`src/hdl/fra_pkg.sv`:
```
// Package: sizes, codes and controller/datapath interface types for the range allocator.
`timescale 1ns / 1ps
`default_nettype none
package fra_pkg;

  localparam int MAX_RANGES = 64;
  localparam int NB         = 2 * MAX_RANGES;
  localparam int SD         = NB + 4;
  localparam int BAW        = $clog2(NB);
  localparam int SAW        = $clog2(SD);
  localparam int CW         = $clog2(SD + 1);
  localparam int PAGE_SHIFT = 12;
  localparam logic [63:0] ALL_ONES = {64{1'b1}};

  localparam logic [1:0] OP_ADD   = 2'd0;
  localparam logic [1:0] OP_RSV   = 2'd1;
  localparam logic [1:0] OP_ALLOC = 2'd2;
  localparam logic [1:0] OP_GIVE  = 2'd3;

  localparam logic [1:0] ST_DONE   = 2'd0;
  localparam logic [1:0] ST_NOFIT  = 2'd1;
  localparam logic [1:0] ST_FULL   = 2'd2;
  localparam logic [1:0] ST_IGNORE = 2'd3;

  typedef enum logic [4:0] {
    DP_NOP,
    DP_LATCH,
    DP_RST_IDX,
    DP_NORM_USE,
    DP_NORM_END,
    DP_LD_A,
    DP_LD_B,
    DP_EMIT_A,
    DP_EMIT_B,
    DP_EMIT_S,
    DP_EMIT_E,
    DP_MERGE,
    DP_CHK_FIRST,
    DP_SET_LAST,
    DP_CHK_LAST,
    DP_ALLOC_DEC,
    DP_SET_BEST,
    DP_ALLOC_WR,
    DP_CP_START,
    DP_COPY,
    DP_SET_CNT,
    DP_GIVE_B,
    DP_GIVE_A,
    DP_SAVE_PB,
    DP_FINISH
  } dp_op_t;

  typedef struct packed {
    dp_op_t     op;
    logic [1:0] st;
  } dp_cmd_t;

  typedef struct packed {
    logic [1:0] opcode;
    logic       toobig;
    logic       rd_done;
    logic       cp_done;
    logic       cnt_zero;
    logic       cnt_odd;
    logic       k_over;
    logic       e_le_s;
    logic       b_lt_s;
    logic       a_gt_e;
    logic       b_le_s;
    logic       a_ge_e;
    logic       a_lt_s;
    logic       b_gt_e;
    logic       placed;
    logic       found;
    logic       cov;
    logic       b_eq_lo;
    logic       a_eq_up;
    logic       up_gt_q;
    logic       lo_lt_pb;
    logic       r_ge2;
  } dp_sts_t;

endpackage
`default_nettype wire

```
`src/hdl/fra_ctrl.sv`:
```
// Controller: sequences normalize, merge, split, best-fit and give-back passes.
`timescale 1ns / 1ps
`default_nettype none
module fra_ctrl
  import fra_pkg::*;
(
  input  wire logic    clk,
  input  wire logic    rst_n,
  input  wire logic    in_valid,
  output logic         in_stall,
  output logic         out_valid,
  input  wire logic    out_stall,
  input  wire dp_sts_t sts,
  output dp_cmd_t      cmd
);

  typedef enum logic [5:0] {
    S_IDLE, S_DISP, S_NW, S_NU, S_NE, S_PREP,
    S_RF_W, S_RF_U, S_RL_S, S_RL_W, S_RL_U, S_RDEC,
    S_PW_A, S_PU_A, S_PW_B, S_PU_B, S_DEC,
    S_E_S, S_E_E, S_E_A, S_E_B,
    S_R_A, S_R_S, S_R_E, S_R_B,
    S_TAIL, S_T_S, S_T_E,
    S_COMMIT, S_CW, S_CU, S_CE,
    S_A_SET, S_A_W, S_A_U,
    S_G_W, S_G_C, S_G_WB, S_G_WA, S_GO_ADD,
    S_FIN
  } state_t;

  state_t     state_r, state_nxt;
  logic [1:0] mode_r, mode_nxt;
  logic [1:0] st_r, st_nxt;
  logic       ov_r, ov_nxt;
  dp_op_t     op;

  assign in_stall  = (state_r != S_IDLE);
  assign out_valid = ov_r;
  assign cmd.op    = op;
  assign cmd.st    = st_r;

  always_comb begin
    state_nxt = state_r;
    mode_nxt  = mode_r;
    st_nxt    = st_r;
    ov_nxt    = ov_r && out_stall;
    op        = DP_NOP;
    unique case (state_r)
      S_IDLE: if (in_valid) begin
        op        = DP_LATCH;
        state_nxt = S_DISP;
      end
      S_DISP: begin
        op       = DP_RST_IDX;
        mode_nxt = sts.opcode;
        if (sts.opcode == OP_ALLOC && sts.toobig) begin
          st_nxt    = ST_NOFIT;
          state_nxt = S_FIN;
        end else if (sts.opcode == OP_ALLOC || sts.opcode == OP_GIVE) begin
          state_nxt = S_PW_A;
        end else begin
          state_nxt = S_NW;
        end
      end
      S_NW: state_nxt = sts.rd_done ? S_NE : S_NU;
      S_NU: begin
        op        = DP_NORM_USE;
        state_nxt = S_NW;
      end
      S_NE: begin
        op        = DP_NORM_END;
        state_nxt = S_PREP;
      end
      S_PREP: begin
        op = DP_RST_IDX;
        if (mode_r == OP_RSV) begin
          if (sts.cnt_zero) begin
            st_nxt    = ST_DONE;
            state_nxt = S_FIN;
          end else begin
            state_nxt = S_RF_W;
          end
        end else if (sts.e_le_s) begin
          st_nxt    = ST_DONE;
          state_nxt = S_FIN;
        end else begin
          state_nxt = S_PW_A;
        end
      end
      S_RF_W: state_nxt = S_RF_U;
      S_RF_U: begin
        op        = DP_CHK_FIRST;
        state_nxt = S_RL_S;
      end
      S_RL_S: begin
        op        = DP_SET_LAST;
        state_nxt = S_RL_W;
      end
      S_RL_W: state_nxt = S_RL_U;
      S_RL_U: begin
        op        = DP_CHK_LAST;
        state_nxt = S_RDEC;
      end
      S_RDEC: begin
        op = DP_RST_IDX;
        if (sts.cov) begin
          st_nxt    = ST_IGNORE;
          state_nxt = S_FIN;
        end else if (sts.e_le_s) begin
          st_nxt    = ST_DONE;
          state_nxt = S_FIN;
        end else begin
          state_nxt = S_PW_A;
        end
      end
      S_PW_A: state_nxt = sts.rd_done ? S_TAIL : S_PU_A;
      S_PU_A: begin
        op        = DP_LD_A;
        state_nxt = S_PW_B;
      end
      S_PW_B: state_nxt = S_PU_B;
      S_PU_B: begin
        op        = DP_LD_B;
        state_nxt = S_DEC;
      end
      S_DEC: begin
        case (mode_r)
          OP_ADD: begin
            if (sts.b_lt_s) state_nxt = S_E_A;
            else if (sts.a_gt_e) state_nxt = sts.placed ? S_E_A : S_E_S;
            else begin
              op        = DP_MERGE;
              state_nxt = S_PW_A;
            end
          end
          OP_RSV: begin
            if (sts.b_le_s || sts.a_ge_e) state_nxt = S_E_A;
            else if (sts.a_lt_s) state_nxt = S_R_A;
            else if (sts.b_gt_e) state_nxt = S_R_E;
            else state_nxt = S_PW_A;
          end
          OP_ALLOC: begin
            op        = DP_ALLOC_DEC;
            state_nxt = S_PW_A;
          end
          default: begin
            if (sts.b_eq_lo) begin
              state_nxt = !sts.rd_done ? S_G_W : S_G_WB;
            end else if (sts.a_eq_up) begin
              state_nxt = (sts.r_ge2 && sts.lo_lt_pb) ? S_GO_ADD : S_G_WA;
            end else begin
              op        = DP_SAVE_PB;
              state_nxt = S_PW_A;
            end
          end
        endcase
      end
      S_E_S: begin
        op        = DP_EMIT_S;
        state_nxt = S_E_E;
      end
      S_E_E: begin
        op        = DP_EMIT_E;
        state_nxt = S_E_A;
      end
      S_E_A: begin
        op        = DP_EMIT_A;
        state_nxt = S_E_B;
      end
      S_E_B: begin
        op        = DP_EMIT_B;
        state_nxt = S_PW_A;
      end
      S_R_A: begin
        op        = DP_EMIT_A;
        state_nxt = S_R_S;
      end
      S_R_S: begin
        op        = DP_EMIT_S;
        state_nxt = sts.b_gt_e ? S_R_E : S_PW_A;
      end
      S_R_E: begin
        op        = DP_EMIT_E;
        state_nxt = S_R_B;
      end
      S_R_B: begin
        op        = DP_EMIT_B;
        state_nxt = S_PW_A;
      end
      S_TAIL: begin
        case (mode_r)
          OP_ADD: state_nxt = sts.placed ? S_COMMIT : S_T_S;
          OP_RSV: state_nxt = S_COMMIT;
          OP_ALLOC: begin
            if (sts.found) begin
              state_nxt = S_A_SET;
            end else begin
              st_nxt    = ST_NOFIT;
              state_nxt = S_FIN;
            end
          end
          default: state_nxt = S_GO_ADD;
        endcase
      end
      S_T_S: begin
        op        = DP_EMIT_S;
        state_nxt = S_T_E;
      end
      S_T_E: begin
        op        = DP_EMIT_E;
        state_nxt = S_COMMIT;
      end
      S_COMMIT: begin
        if (sts.k_over) begin
          st_nxt    = ST_FULL;
          state_nxt = S_FIN;
        end else begin
          op        = DP_CP_START;
          state_nxt = S_CW;
        end
      end
      S_CW: state_nxt = sts.cp_done ? S_CE : S_CU;
      S_CU: begin
        op        = DP_COPY;
        state_nxt = S_CW;
      end
      S_CE: begin
        op        = DP_SET_CNT;
        st_nxt    = ST_DONE;
        state_nxt = S_FIN;
      end
      S_A_SET: begin
        op        = DP_SET_BEST;
        state_nxt = S_A_W;
      end
      S_A_W: state_nxt = S_A_U;
      S_A_U: begin
        op        = DP_ALLOC_WR;
        st_nxt    = ST_DONE;
        state_nxt = S_FIN;
      end
      S_G_W: state_nxt = S_G_C;
      S_G_C: state_nxt = sts.up_gt_q ? S_GO_ADD : S_G_WB;
      S_G_WB: begin
        op        = DP_GIVE_B;
        st_nxt    = ST_DONE;
        state_nxt = S_FIN;
      end
      S_G_WA: begin
        op        = DP_GIVE_A;
        st_nxt    = ST_DONE;
        state_nxt = S_FIN;
      end
      S_GO_ADD: begin
        op        = DP_RST_IDX;
        mode_nxt  = OP_ADD;
        state_nxt = S_NW;
      end
      S_FIN: if (!ov_r || !out_stall) begin
        op        = DP_FINISH;
        ov_nxt    = 1'b1;
        state_nxt = S_IDLE;
      end
      default: state_nxt = S_IDLE;
    endcase
  end

  always_ff @(posedge clk) begin
    if (!rst_n) begin
      state_r <= S_IDLE;
      mode_r  <= OP_ADD;
      st_r    <= ST_DONE;
      ov_r    <= 1'b0;
    end else begin
      state_r <= state_nxt;
      mode_r  <= mode_nxt;
      st_r    <= st_nxt;
      ov_r    <= ov_nxt;
    end
  end

endmodule
`default_nettype wire

```
`config.mk`:
```
export PLATFORM = sky130hd
export DESIGN_NAME = fra_ctrl
export DESIGN_NICKNAME = d
export VERILOG_FILES = /design/src/hdl/fra_pkg.sv /design/src/hdl/fra_ctrl.sv
export SDC_FILE = /design/constraint.sdc
export NUM_CORES = 1
export LEC_CHECK = 0
export BUFFER_PORTS_ARGS = -buffer_cell sky130_fd_sc_hd__buf_2
export CAP_MARGIN = 10
export CELL_PAD_IN_SITES_DETAIL_PLACEMENT = 1
export CELL_PAD_IN_SITES_GLOBAL_PLACEMENT = 2
export CORE_MARGIN = 1.5
export CORE_UTILIZATION = 31
export DETAILED_ROUTE_END_ITERATION = 10
export PLACE_DENSITY = 0.91
export SLEW_MARGIN = 10
export SYNTH_ARGS = -nofsm -noshare
export SYNTH_HDL_FRONTEND = slang
export SYNTH_SLANG_ARGS = --single-unit
```
`constraint.sdc`:
```
create_clock -name clk -period 2.05 [get_ports clk]
set_clock_uncertainty 0.05 [all_clocks]
set_input_delay 0.205 -clock clk [delete_from_list [all_inputs] [get_ports clk]]
set_output_delay 0.205 -clock clk [all_outputs]
set_load 0.02 [all_outputs]
```
### Word-level counts from Yosys, hierarchy flattened

Index checks and enable logic that the tools add are counted.

* eq/ne operators: 51
* muxes and demuxes: 49
* reduce and logical (&&, ||, !) cells: 22

Operators by type and width (number)
* case mux 6 bit (36 select lines): 1
* case mux 5 bit (22 select lines): 1
* == test 6 x 5 -> 1 bit, second input constant: 16
* 2-to-1 mux 6 bit: 10
* == test 6 bit, second input constant: 9
* 2-to-1 mux 5 bit: 10
* == test 6 x 4 -> 1 bit, second input constant: 8
* case mux 6 bit (3 select lines): 2
* == test 6 x 3 -> 1 bit, second input constant: 4
* 2-to-1 mux 2 bit: 10
* 2-to-1 mux 4 bit: 4
* case mux 5 bit (3 select lines): 1
* == test 6 x 2 -> 1 bit, second input constant: 2
* != test 2 bit, second input constant: 6
* case mux 2 bit (6 select lines): 1
* nonzero test 6 bit: 2
* 2-to-1 mux 3 bit: 3
* OR reduction 4 bit: 2
* == test 2 bit, second input constant: 3
* == test 6 x 1 -> 1 bit, second input constant: 1
* logical NOT 6 bit: 1
* AND reduction 6 bit: 1
* OR reduction 2 bit: 3
* OR reduction 3 bit: 2
* other kinds (10): 19

* bits in registers: 11
* bits of input ports: 27
* output and inout port bits: 9
* logic and storage cells: 126

### Longest topological paths before layout

* word-level depth: 6
* mapped depth: 9
* gate-level depth less buffers: 5

### Least setup slack after synthesis

OpenSTA, ideal clock, no wires.

* kind: register to output
* start point: register state_r[2]
* end point: output port cmd[2] (netlist name)
* arrival time: 1.666 ns
* data required time: 1.795 ns
* slack: 0.129 ns
* cell stages (with the launch flop): 7
* buffers on the path: 2
* cells stage by stage: dfxtp_1 > buf_4 > buf_2 > a21oi_1 > a2bb2oi_1 > o22ai_1 > or4_1

RTL lines
* from (decl): RTL line fra_ctrl.sv:30 `state_t state_r, state_nxt;`
* from (signal assigned): RTL line fra_ctrl.sv:274 `state_r <= state_nxt;`
* to (decl): RTL line fra_ctrl.sv:14 `output dp_cmd_t cmd`

==> flow_summary_export.csv <==
group,metric,value,unit
status,status,"finished with violations",
status,violated_checks,"negative setup slack",
finish,final_util,0.488,
pwr,power.switching_fraction,0.520,
placement,gp_congestion,0.914,
sta,final_setup_violation_count,7,
pwr,power_switching,2.00,mW
pwr,finalPower,3.84,mW
drt,via_to_cell_ratio,6.75,
placement,place.detailed.instances,453,
sta,layout_min_cycle_time,2.26,ns
floorplan,count_of_standard_cell_rows,29,
synth,post_synth_edffs,0,
sta,post-route-period-util,1.10,
floorplan,fp.dieH,84.5,um
worst_setup_path,timing.critical_path.fanout_max,6,
pwr,irDropWorstVdd,0.654,mV
drt,route.met3.wl,1.04,mm
synth,netlist_area,2060,um^2
finish,nNetsFinal,423,
finish,layout-area-overhead-vs-synth,51.2,%
finish,layout_commonest_cell,"sky130_fd_sc_hd__buf_4",
drt,ant_nets,0,
job,max_capacitance_violation_count,0,
clocking,cts-buffers-inserted,3,
worst_setup_path,required_time_reported_for_the_critical_path_endpoint,1.79,ns
finish,stdcell_area,3120,um^2
worst_setup_path,cp-start-kind,"flop",
global_route,grt_max_degree,31,
synth,synth-seq-cells,11,
finish,num_antenna_cells,0,
finish,final_cell_count_without_fillers,472,
sta,max_slew.worst_pin.slew,0.460,ns
finish,post_route_cells_drive_above_1_share,0.400,
global_route,track_usage,0.299,
sta,final_hold_violating_endpoints,0,
synth,yosysUniqueCellTypes,66,
drt,met2_length,5.39,mm
synth,synth.yosys.seq_area_share,0.107,
worst_setup_path,rr_worst_depth,6,
sta,finalWorstSetupSlack,-0.209,ns
clocking,htree_num_levels,1,
drt,drt_drc_violations_left,0,
sta,setup_repair_after_global_routing_missed_its_margin,"true",
placement,io_buffers,34,
worst_setup_path,critPathKind,"reg2out",
clocking,clockBufferDepth,2,
drt,dr.max_layer_used,"met4",
worst_setup_path,critical_path_arrival,2.00,ns
floorplan,design.die.area,7150,um^2
sta,max_clock_freq,0.443,GHz
pwr,power_report.internal_total,1.85,mW
sta,timing.final.max_slew_violations,0,
min_path,hold_path_cell_cnt,3,
floorplan,top_level_ports,36,
floorplan,die_width,84.5,um
drt,met1_length,4.52,mm
clocking,clock_insertion_delay_worst_skew,0.27,ns
global_route,grt_overflow_total,0,
clocking,clk_pin_slew,0.06,ns
global_route,grt_first_pass_wirelength,16.8,mm
clocking,clockRootBuffer,"sky130_fd_sc_hd__clkbuf_8",
clocking,holdBufCountCts,0,
clocking,tritoncts,"done",
synth,synth_fp_nets,334,
placement,dp_hpwl,7.37,mm
global_route,via_count_of_the_first_global_routing_pass,3064,
synth,post_synthesis_area_per_instance,6.71,um^2
pwr,pwr-share-comb,0.824,
pwr,p_leak,1.26,nW
synth,async_flop_share,0,
drt,detailroute.via_count,3186,
finish,layout.cells.most_common_list,"sky130_fd_sc_hd__buf_4, sky130_fd_sc_hd__buf_2, sky130_fd_sc_hd__nor2_1, sky130_fd_sc_hd__nand2_1, sky130_fd_sc_hd__a21oi_1",
global_route,antenna_found_initial,0,
placement,place_worst_setup_slack,-0.127,ns
pwr,seq_power_share,0.111,
synth,synth_warnings,0,
drt,post_drt_wl_per_cell,24.6,um
pwr,power_per_unit_of_standard_cell_area,1230,nW/um^2
drt,drt_iter0_markers,465,
worst_setup_path,critPathCaptureType,"output port",
synth,ys_dominant_reg_cell,"sky130_fd_sc_hd__dfxtp_1",
pwr,clock_power_share,0.064,
placement,dpl-instance-area,2670,um^2
synth,postSynthCellCount,307,
sta,slew-limit-headroom,0.691,
drt,first_pass_iters,6,
floorplan,floorplan.initialDensity,0.323,
min_path,worst_hold_path_type,"in2reg",
drt,finalWirelength,11.6,mm
floorplan,core_region_area,6390,um^2
clocking,number_of_clock_sinks,11,
## flip-flops by register name, indices dropped and copies added (netlist names)
name       flops
mode_r         2
out_valid      1
state_r        6
st_r           2
## cells in the mapped netlist (all sizes together), types with 2 or more instances
master	n	area share
o221ai	2	0.0085
a22oi	4	0.015
a21o	4	0.015
a2bb2oi	2	0.0085
or2	3	0.0091
o21ai	19	0.046
a32oi	4	0.017
nor4b	3	0.016
a22o	2	0.0085
nor2b	16	0.049
o41a	3	0.016
and3	3	0.012
o21a	5	0.018
a21oi	20	0.049
nand2	20	0.036
a211oi	4	0.015
inv	5	0.0091
a31oi	6	0.018
and3b	2	0.0085
o22ai	10	0.030
a21boi	2	0.0073
nor3b	7	0.026
a221o	2	0.0097
mux2i	3	0.015
and2	4	0.012
nor4bb	3	0.015
xnor2	3	0.013
o21bai	3	0.011
nand2b	15	0.046
nor2	25	0.047
nor4	10	0.030
or4	3	0.011
dfxtp	11	0.11
or3	4	0.012
clkbuf	5	0.0091
nor3	9	0.022
buf	23	0.067
and2b	2	0.0073
a211o	3	0.013
nand4	2	0.0061
o32ai	2	0.0085
o31ai	2	0.0073
nand3	12	0.029
## area by class of cell
| cell class | instances | area (um^2) |
|---|---|---|
| Timing Repair Buffer | 112 | 858 |
| Multi-Input combinational cell | 263 | 1850 |
| Fill cell | 794 | 3270 |
| Sequential cell | 11 | 243 |
| Clock inverter | 1 | 5.00 |
| Clock buffer | 3 | 41.3 |
| Tap cell | 77 | 96.3 |
| Inverter | 5 | 18.8 |
## per-stage QoR
| stage | setup TNS [ns] | hold slack (ns) |
|---|---|---|
| floorplan | 0 | 0.290 |
| global placement | -0.366 | 0.395 |
| detailed placement | -0.742 | 0.413 |
| CTS | -0.457 | 0.174 |
| global route | -1.36 | 0.175 |
| finish | -0.951 | 0.160 |
## worst max-delay path, stage by stage (launching register included)
cell and delay (ns):
sky130_fd_sc_hd__dfxtp_4 0.41, sky130_fd_sc_hd__buf_6 0.15, sky130_fd_sc_hd__nand2b_1 0.15, sky130_fd_sc_hd__a21oi_1 0.08, sky130_fd_sc_hd__a31oi_1 0.19, sky130_fd_sc_hd__nor3_1 0.06, sky130_fd_sc_hd__or4_1 0.54, sky130_fd_sc_hd__buf_6 0.15
## timing repair
action,4_1_cts,5_1_grt
endpoints found under the setup margin,12,12
endpoints found under the hold margin,0,0
setup buffers,10,5
pin swaps,15,12
gates resized for setup,48,21
cloned,1,1
## cell families (layout without fill, tap and decap cells)
kind of cell,after synthesis,after routing,synth area share
buffers and inverters,33,121,0.0856
AO/OA/AOI/OAI,111,111,0.375
flip-flops,11,11,0.107
multiplexers,3,3,0.0146
AND/OR/NAND/NOR,145,145,0.401
XOR/XNOR,4,4,0.0170
## power by group through the flow
stage	sequential (mW)	clock, mW	combinational (mW)
2_1_floorplan	0.327	0	1.57
3_3_place_gp	0.401	0	2.40
3_5_place_dp	0.404	0	2.49
4_1_cts	0.413	0.237	2.83
5_1_grt	0.427	0.264	3.32
6_report	0.428	0.247	3.17
## path summary, 6_finish.rpt
kind                                              start                      end  slack (ns)
worst max register to register   mode_r[0]$_SDFFE_PN0P_  state_r[2]$_SDFFE_PN0P_       -0.04
worst min register to register     st_r[0]$_SDFFE_PN0P_     st_r[0]$_SDFFE_PN0P_        0.41
worst min-delay path                            sts[21]   mode_r[0]$_SDFFE_PN0P_        0.16
worst max-delay path            state_r[3]$_SDFFE_PN0P_                   cmd[2]       -0.21
## per-layer routing
layer  vias to the layer above  GRT usage
li1                       1352          -
met1                      1526      0.375
met2                       240      0.491
met3                        68     0.0610
met4                         0      0.139
met5                         -          0
Power figures use the tool's default switching activity.
